<file path="src/sv/kfe_pkg.sv">
// Package for the framed byte encoder: framing codes, check constants,
// shared item and burst types and the check update function.
// No dependencies.
package kfe_pkg;

   localparam logic [7:0]  FRAME_END  = 8'hC0;
   localparam logic [7:0]  FRAME_ESC  = 8'hDB;
   localparam logic [7:0]  TRANS_END  = 8'hDC;
   localparam logic [7:0]  TRANS_ESC  = 8'hDD;
   localparam logic [15:0] CHECK_INIT = 16'hFFFF;
   localparam logic [15:0] CHECK_POLY = 16'h8408;
   localparam logic [7:0]  BYTE_MASK  = 8'hFF;

   // Longest burst: marker, escaped byte, two escaped check bytes, marker.
   localparam int BURST_MAX = 8;
   localparam int CNT_W     = $clog2(BURST_MAX + 1);
   localparam int IDX_W     = $clog2(BURST_MAX);

   typedef struct packed {
      logic [7:0] data_byte;
      logic       first_byte;
      logic       last_byte;
      logic       no_data;
   } item_type;

   // Output bytes of one item, entry 0 goes out first.
   typedef struct packed {
      logic [BURST_MAX-1:0][7:0] bytes;
      logic [CNT_W-1:0]          count;
      logic                      close;
   } burst_type;

   // Reflected CRC-16 update, LSB first.
   function automatic logic [15:0] check_update(input logic [15:0] crc_val,
                                                input logic [7:0]  b);
      logic [15:0] c;
      c = crc_val ^ {8'h00, b};
      for (int i = 0; i < 8; i++) begin
         if (c[0]) begin
            c = (c >> 1) ^ CHECK_POLY;
         end else begin
            c = c >> 1;
         end
      end
      return c;
   endfunction

endpackage

</file>
<file path="src/sv/kfe_req_if.sv">
// Input channel: message byte with framing flags, valid/ready handshake.
// No dependencies.
interface kfe_req_if;
   logic       valid;
   logic       ready;
   logic [7:0] data_byte;
   logic       first_byte;
   logic       last_byte;
   logic       no_data;

   modport source (output valid, output data_byte, output first_byte,
                   output last_byte, output no_data, input ready);
   modport sink   (input valid, input data_byte, input first_byte,
                   input last_byte, input no_data, output ready);
endinterface

</file>
<file path="src/sv/kfe_rsp_if.sv">
// Result channel: one framed output byte per transfer, valid/ready handshake.
// No dependencies.
interface kfe_rsp_if;
   logic       valid;
   logic       ready;
   logic [7:0] out_byte;
   logic       run_last;
   logic       frame_done;

   modport source (output valid, output out_byte, output run_last,
                   output frame_done, input ready);
   modport sink   (input valid, input out_byte, input run_last,
                   input frame_done, output ready);
endinterface

</file>
<file path="src/sv/kiss_frame_encoder_fcs16_unit.sv">
// Channel   Dir  Handshake      Payload
// req_ch    in   valid/ready    data_byte[7:0], first_byte, last_byte, no_data
// rsp_ch    out  valid/ready    out_byte[7:0], run_last, frame_done
//
// Each item produces 1 to 8 result bytes (1 for a plain byte, 2 for an escaped
// one, up to 8 with marker and trailer); the output shift register sends one
// byte per cycle while rsp_ch.ready is high.
// The next item is taken into the input register while the current burst drains.
// Reset (synchronous, active high) empties both stages and sets the check to 0xFFFF.
// A stalled rsp_ch holds its byte; req_ch.ready drops once both stages are full.
module kiss_frame_encoder_fcs16_unit (
   input  logic    clock,
   input  logic    reset,
   kfe_req_if.sink req_ch,
   kfe_rsp_if.source rsp_ch
);
   import kfe_pkg::*;

   // Burst handoff between the builder and the serializer.
   logic      burst_valid;
   logic      burst_ready;
   burst_type burst;

   // Input register, running check and the combinational burst builder:
   // marker, escaped byte, escaped check bytes and closing marker are laid
   // out into a fixed 8-byte burst with a byte count.
   kfe_burst_build u_build (
      .clock       (clock),
      .reset       (reset),
      .req_ch      (req_ch),
      .burst_valid (burst_valid),
      .burst       (burst),
      .burst_ready (burst_ready)
   );

   // Output register: shifts the burst out, one byte per accepted rsp_ch transfer.
   // It takes a new burst in the same cycle its last byte is taken.
   kfe_burst_serial u_serial (
      .clock       (clock),
      .reset       (reset),
      .burst_valid (burst_valid),
      .burst       (burst),
      .burst_ready (burst_ready),
      .rsp_ch      (rsp_ch)
   );

`ifndef SYNTHESIS
   // A handed-off burst always carries between one and eight bytes.
   a_burst_count: assert property (@(posedge clock) disable iff (reset)
      (burst_valid && burst_ready) |-> (burst.count != '0 &&
                                        burst.count <= CNT_W'(BURST_MAX)))
      else $error("burst count out of range");

   // The closing marker is always the final byte of its item.
   a_close_last: assert property (@(posedge clock) disable iff (reset)
      (rsp_ch.valid && rsp_ch.frame_done) |->
         (rsp_ch.run_last && rsp_ch.out_byte == FRAME_END))
      else $error("frame close not on final marker byte");

   // A burst cannot be replaced while bytes of the previous one still wait.
   a_no_overrun: assert property (@(posedge clock) disable iff (reset)
      (rsp_ch.valid && !rsp_ch.run_last) |-> !burst_ready)
      else $error("burst accepted while output still busy");

   // Nothing is offered in the cycle after reset.
   a_reset_empty: assert property (@(posedge clock)
      $past(reset) |-> !rsp_ch.valid)
      else $error("result valid right after reset");
`endif

endmodule

</file>
<file path="src/sv/kfe_burst_build.sv">
// Input register, running check register and burst builder.
// Depends on kfe_pkg and kfe_req_if.
module kfe_burst_build (
   input  logic              clock,
   input  logic              reset,
   kfe_req_if.sink           req_ch,
   output logic              burst_valid,
   output kfe_pkg::burst_type burst,
   input  logic              burst_ready
);
   import kfe_pkg::*;

   logic        hold_valid_ff, hold_valid_in;
   item_type    hold_item_ff;
   logic [15:0] crc_ff, crc_in;
   logic [15:0] crc_base, crc_new, fcs;
   logic        req_take, burst_take;

   function automatic burst_type put_byte(input burst_type bin, input logic [7:0] b);
      burst_type bout;
      bout = bin;
      bout.bytes[bin.count[IDX_W-1:0]] = b;
      bout.count = bin.count + CNT_W'(1);
      return bout;
   endfunction

   function automatic burst_type put_esc(input burst_type bin, input logic [7:0] b);
      burst_type bout;
      if (b == FRAME_END) begin
         bout = put_byte(put_byte(bin, FRAME_ESC), TRANS_END);
      end else if (b == FRAME_ESC) begin
         bout = put_byte(put_byte(bin, FRAME_ESC), TRANS_ESC);
      end else begin
         bout = put_byte(bin, b);
      end
      return bout;
   endfunction

   assign burst_take   = hold_valid_ff && burst_ready;
   assign req_ch.ready = !hold_valid_ff || burst_ready;
   assign req_take     = req_ch.valid && req_ch.ready;
   assign burst_valid  = hold_valid_ff;

   always_comb begin
      crc_base = hold_item_ff.first_byte ? CHECK_INIT : crc_ff;
      crc_new  = check_update(crc_base, hold_item_ff.data_byte);
      fcs      = crc_new ^ CHECK_INIT;
   end

   always_comb begin
      burst = '0;
      if (hold_item_ff.no_data) begin
         // empty message: marker, zero check, marker
         burst = put_byte(burst, FRAME_END);
         burst = put_byte(burst, 8'h00);
         burst = put_byte(burst, 8'h00);
         burst = put_byte(burst, FRAME_END);
         burst.close = 1'b1;
      end else begin
         if (hold_item_ff.first_byte) begin
            burst = put_byte(burst, FRAME_END);
         end
         burst = put_esc(burst, hold_item_ff.data_byte);
         if (hold_item_ff.last_byte) begin
            burst = put_esc(burst, fcs[7:0] & BYTE_MASK);
            burst = put_esc(burst, fcs[15:8]);
            burst = put_byte(burst, FRAME_END);
            burst.close = 1'b1;
         end
      end
   end

   always_comb begin
      hold_valid_in = hold_valid_ff;
      if (req_take) begin
         hold_valid_in = 1'b1;
      end else if (burst_take) begin
         hold_valid_in = 1'b0;
      end
      crc_in = crc_ff;
      if (burst_take) begin
         if (hold_item_ff.no_data || hold_item_ff.last_byte) begin
            crc_in = CHECK_INIT;
         end else begin
            crc_in = crc_new;
         end
      end
   end

   always_ff @(posedge clock) begin
      if (reset) begin
         hold_valid_ff <= 1'b0;
         crc_ff        <= CHECK_INIT;
      end else begin
         hold_valid_ff <= hold_valid_in;
         crc_ff        <= crc_in;
      end
   end

   always_ff @(posedge clock) begin
      if (req_take) begin
         hold_item_ff.data_byte  <= req_ch.data_byte;
         hold_item_ff.first_byte <= req_ch.first_byte;
         hold_item_ff.last_byte  <= req_ch.last_byte;
         hold_item_ff.no_data    <= req_ch.no_data;
      end
   end

endmodule

</file>
<file path="src/sv/kfe_burst_serial.sv">
// Output shift register: emits a burst one byte per accepted transfer on the result channel.
// Depends on kfe_pkg and kfe_rsp_if.
module kfe_burst_serial (
   input  logic              clock,
   input  logic              reset,
   input  logic              burst_valid,
   input  kfe_pkg::burst_type burst,
   output logic              burst_ready,
   kfe_rsp_if.source         rsp_ch
);
   import kfe_pkg::*;

   logic [BURST_MAX-1:0][7:0] shift_ff, shift_in;
   logic [CNT_W-1:0]          count_ff, count_in;
   logic                      close_ff, close_in;
   logic                      pop, tail;

   assign tail        = (count_ff == CNT_W'(1));
   assign pop         = rsp_ch.valid && rsp_ch.ready;
   assign burst_ready = (count_ff == '0) || (tail && rsp_ch.ready);

   assign rsp_ch.valid      = (count_ff != '0);
   assign rsp_ch.out_byte   = shift_ff[0];
   assign rsp_ch.run_last   = tail;
   assign rsp_ch.frame_done = tail && close_ff;

   always_comb begin
      shift_in = shift_ff;
      count_in = count_ff;
      close_in = close_ff;
      if (burst_valid && burst_ready) begin
         shift_in = burst.bytes;
         count_in = burst.count;
         close_in = burst.close;
      end else if (pop) begin
         shift_in = {8'h00, shift_ff[BURST_MAX-1:1]};
         count_in = count_ff - CNT_W'(1);
      end
   end

   always_ff @(posedge clock) begin
      if (reset) begin
         count_ff <= '0;
      end else begin
         count_ff <= count_in;
      end
   end

   always_ff @(posedge clock) begin
      shift_ff <= shift_in;
      close_ff <= close_in;
   end

endmodule
</file>
<file path="src/flat_wrapper.sv">
// flat-port wrapper written by rule: the top's interface ports become plain ports
module kiss_frame_encoder_fcs16_unit_flat import kfe_pkg::*;
  (clock, reset, req_ch_valid, req_ch_data_byte, req_ch_first_byte, req_ch_last_byte, req_ch_no_data, req_ch_ready, rsp_ch_valid, rsp_ch_out_byte, rsp_ch_run_last, rsp_ch_frame_done, rsp_ch_ready);
  kfe_req_if req_ch_i ();
  kfe_rsp_if rsp_ch_i ();
  input  logic clock;
  input  logic reset;
  input wire logic [$bits(req_ch_i.valid)-1:0] req_ch_valid;
  input wire logic [$bits(req_ch_i.data_byte)-1:0] req_ch_data_byte;
  input wire logic [$bits(req_ch_i.first_byte)-1:0] req_ch_first_byte;
  input wire logic [$bits(req_ch_i.last_byte)-1:0] req_ch_last_byte;
  input wire logic [$bits(req_ch_i.no_data)-1:0] req_ch_no_data;
  output wire logic [$bits(req_ch_i.ready)-1:0] req_ch_ready;
  output wire logic [$bits(rsp_ch_i.valid)-1:0] rsp_ch_valid;
  output wire logic [$bits(rsp_ch_i.out_byte)-1:0] rsp_ch_out_byte;
  output wire logic [$bits(rsp_ch_i.run_last)-1:0] rsp_ch_run_last;
  output wire logic [$bits(rsp_ch_i.frame_done)-1:0] rsp_ch_frame_done;
  input wire logic [$bits(rsp_ch_i.ready)-1:0] rsp_ch_ready;
  assign req_ch_i.valid = req_ch_valid;
  assign req_ch_i.data_byte = req_ch_data_byte;
  assign req_ch_i.first_byte = req_ch_first_byte;
  assign req_ch_i.last_byte = req_ch_last_byte;
  assign req_ch_i.no_data = req_ch_no_data;
  assign req_ch_ready = req_ch_i.ready;
  assign rsp_ch_valid = rsp_ch_i.valid;
  assign rsp_ch_out_byte = rsp_ch_i.out_byte;
  assign rsp_ch_run_last = rsp_ch_i.run_last;
  assign rsp_ch_frame_done = rsp_ch_i.frame_done;
  assign rsp_ch_i.ready = rsp_ch_ready;
  kiss_frame_encoder_fcs16_unit u_core (.clock(clock), .reset(reset), .req_ch(req_ch_i), .rsp_ch(rsp_ch_i));
endmodule
</file>
<file path="config.mk">
export PLATFORM = sky130hd
export DESIGN_NAME = kiss_frame_encoder_fcs16_unit_flat
export DESIGN_NICKNAME = d
export VERILOG_FILES = /design/src/sv/kfe_pkg.sv /design/src/sv/kfe_req_if.sv /design/src/sv/kfe_rsp_if.sv /design/src/sv/kiss_frame_encoder_fcs16_unit.sv /design/src/sv/kfe_burst_build.sv /design/src/sv/kfe_burst_serial.sv /design/src/flat_wrapper.sv
export SDC_FILE = /design/constraint.sdc
export NUM_CORES = 1
export LEC_CHECK = 0
export ABC_AREA = 1
export BUFFER_PORTS_ARGS = -buffer_cell sky130_fd_sc_hd__buf_2
export CORE_ASPECT_RATIO = 1.2
export CORE_UTILIZATION = 55
export DETAILED_ROUTE_END_ITERATION = 8
export HOLD_SLACK_MARGIN = 0.12
export PLACE_DENSITY = 0.72
export SETUP_SLACK_MARGIN = 0.1
export SLEW_MARGIN = 30
export SYNTH_ARGS = -nofsm -noshare
export SYNTH_HDL_FRONTEND = slang
export SYNTH_HIERARCHICAL = 1
export SYNTH_SLANG_ARGS = --single-unit
</file>
<file path="constraint.sdc">
create_clock -name clock -period 6.5 [get_ports clock]
set_input_delay 0.325 -clock clock [delete_from_list [all_inputs] [get_ports clock]]
set_output_delay 0.325 -clock clock [all_outputs]
set_load 0.005 [all_outputs]
</file>
==> qor.txt <==
Synth Cell Area -> 0.007935 mm^2
Worst-Margin Slew -> 846.6 ps
Startpoint Class -> flop
Die extent in y -> 133.6 um
Final worst slack -> 1642 ps
Unique cell type count in the Yosys netlist -> 45
Hold path depth -> 1
Stages on the worst setup path -> 27
Final Hold Viols -> 0
Critical path buffer and inverter count -> 6
Maximum clock path buffer count -> 2
WP data required -> 6790 ps
Failing checks -> design-rule violations
Reg2reg path depth -> 27
Tcrit/Tclk final -> 74.74%
HP Class -> in2reg
Worst vdd rail ir drop -> 0.1933 mV
Clock sink total -> 97
Pwr dens -> 366.6 mW/mm^2
Multi-input gate area -> 0.004479 mm^2
Post-synthesis sequential area ratio -> 34.06%
Global-route wire length before repair -> 37,150 um
WL/cell -> 17.54 um
Setup tns final -> 0 ps
DRC viols -> 1
Layout net count -> 1,210
Die footprint -> 0.01491 mm^2
Boundary pin count -> 27
Syn-to-layout area delta -> 5.030%
Crit-path max cell delay -> 460 ps
Post-synth EDFFs -> 76
Crit. Startpoint -> u_core/u_build/hold_item_ff[8]
Num CTS Buffers -> 9
Initial antenna violation count -> 0
Core Area -> 0.01394 mm^2
Worst path top cell family by delay -> simple AND/OR/NAND/NOR gates
Worst R2R End -> u_core/u_serial/count_ff[3]
Max-slew violation count -> 0
Fraction of layout cells with a size suffix above 1 -> 12.09%
Crit path kind -> reg2reg
Worst relative slew slack -> 43.56%
Overflow after GRT -> 0
Die width -> 111.7 um
Yosys reg bits -> 97
CTS HTree Levels -> 3
Max-Cap Viols -> 0
Fin util -> 59.80%
# setup viols final -> 0
CTS Hold Buffers Added -> 0
Post-DP HPWL -> 18,140 um
Remaining antenna violation count -> 0
Critical Path End Type -> flop
Cell count after synthesis -> 1,182
Clock transition at the registers of the reported paths -> 70 ps
Core Rows -> 47
1st-iter DRT viols -> 838
Global Route Usage Sum -> 32.41%
CP max stage cell -> edfxtp_1
Via Count -> 7,688
GPL Wtd Cong -> 0.9689
Register area -> 0.002703 mm^2
Inserted Diodes -> 0
Clock root cell -> clkbuf_16
Maximum clock frequency -> 0.2059 GHz
Skew final -> 5.391 ps
CP max FO -> 12
Port Buffers -> 26
Synthesized Nets -> 1,214
Leak pwr -> 0.003869 uW
WL final -> 23,740 um
Ys async rst share -> 0%
CTS resizes -> 0
Starting density of the core -> 56.94%
Setup bufs post-CTS -> 0
Clock Latency Late Sink -> 360 ps
RSZ-0062 raised after global routing -> false
Fill count -> 1,380
Worst setup path end -> u_core/u_serial/count_ff[3]
Status -> complete, but fails checks
CTS tree -> built
Via density -> 5.678
Largest net degree at the start of global routing -> 71
Critical path arrival -> 5140 ps
TritonRoute pass-1 iters -> 8
Ys flop type -> edfxtp_1
Period minus WS final -> 4858 ps
Avg Cell Area, Syn -> 6.713 um^2
RR Startpoint -> u_core/u_build/hold_item_ff[8]
YS warnings -> 6
Flop-to-flop setup slack -> 1640 ps
Vias in the first global route -> 6,929
Dpl ws -> 1753 ps
## final cells by class
class / instances / share of cell area, %
Sequential cell: 97 / 32.43
Tap cell: 171 / 2.567
Multi-Input combinational cell: 914 / 53.75
Inverter: 124 / 5.705
Timing Repair Buffer: 32 / 2.102
Clock inverter: 5 / 0.4204
Clock buffer: 11 / 3.033
## how the worst min path moves through the flow
stage / startpoint / to / slack [ps]
after floorplan: reset / u_core/u_build/burst_valid / 390
after global placement: u_core/u_build/crc_ff[13] / u_core/u_build/crc_ff[13] / 470
after detailed placement: u_core/u_build/crc_ff[12] / u_core/u_build/crc_ff[12] / 480
after CTS: req_ch_data_byte[2] / u_core/u_build/hold_item_ff[5] / 130
after global routing: req_ch_data_byte[2] / u_core/u_build/hold_item_ff[5] / 120
final: req_ch_data_byte[1] / u_core/u_build/hold_item_ff[4] / 140
## power by group
group          switching [uW]  internal [uW]
Combinational            1010            402
Clock                     243            282
Sequential               96.3           1020
## cells by family after synthesis
family                   share of synthesized area [%]
XOR/XNOR                                        0.8673
buffers and inverters                            9.760
AND/OR/NAND/NOR                                  40.59
adder cells (fa/ha/maj)                          2.680
AO/OA/AOI/OAI                                    11.92
flip-flops                                       34.06
multiplexers                                    0.1261
## cell usage after synthesis, types with 2 or more instances
master / count / area share, %
a211oi_1: 2 / 0.19
a21boi_0: 2 / 0.19
a21oi_1: 50 / 3.2
a22oi_1: 2 / 0.19
buf_2: 11 / 0.69
buf_4: 17 / 1.6
buf_6: 6 / 0.85
clkbuf_1: 12 / 0.57
clkinv_1: 3 / 0.14
dfxtp_1: 21 / 5.3
edfxtp_1: 76 / 29
ha_1: 17 / 2.7
inv_1: 110 / 5.2
inv_2: 8 / 0.38
inv_4: 2 / 0.16
nand2_1: 418 / 20
nand2_2: 35 / 2.8
nand2_4: 16 / 2.3
nand3_1: 80 / 5.0
nand3_2: 7 / 0.88
nand4_1: 14 / 1.1
nor2_1: 107 / 5.1
nor2_2: 9 / 0.71
nor2_4: 9 / 1.3
nor3_1: 17 / 1.1
nor3b_2: 3 / 0.47
o2111ai_1: 2 / 0.22
o211ai_1: 9 / 0.85
o21ai_0: 66 / 4.2
o21ai_1: 15 / 0.95
o22ai_1: 18 / 1.4
xnor2_1: 2 / 0.22
xor2_1: 4 / 0.44
## state kept, by name, indices dropped and copies added (netlist names)
name,flops
u_core/u_serial/close_ff,1
u_core/u_serial/rsp_ch.out_byte,8
u_core/u_build/crc_ff,16
u_core/u_serial/count_ff,4
u_core/u_build/burst_valid,1
u_core/u_build/hold_item_ff,11
u_core/u_serial/shift_ff,56
## layout by cell type (no fill, tap or decap), types with 17 or more instances in the layout
master    instances
a21oi_1          49
buf_2            26
dfxtp_1          21
edfxtp_1         76
ha_1             17
inv_1           110
nand2_1         418
nand2_2          35
nand3_1          80
nor2_1          106
nor3_1           17
o21ai_0          66
o22ai_1          18
## metrics by stage
stage	cells	hold slack [ps]	instance area, um^2	power [uW]
2_1_floorplan	1182	394.1	7935	2166
3_3_place_gp	1338	466.7	8040	2509
3_5_place_dp	1338	476.2	8043	2515
4_1_cts	1354	129.5	8330	3043
5_1_grt	1354	124.5	8334	3252
6_report	1354	139.2	8334	3055
## metal layers
metal  wire [um]  global-route usage, %  vias to the layer above
met3        1807                  4.686                       50
met5           0                      0                        -
li1            -                      -                     3832
met2       10660                  50.07                      330
met4         808                  14.49                        0
met1       10470                  44.97                     3476
(Power assumes the default switching activity.)
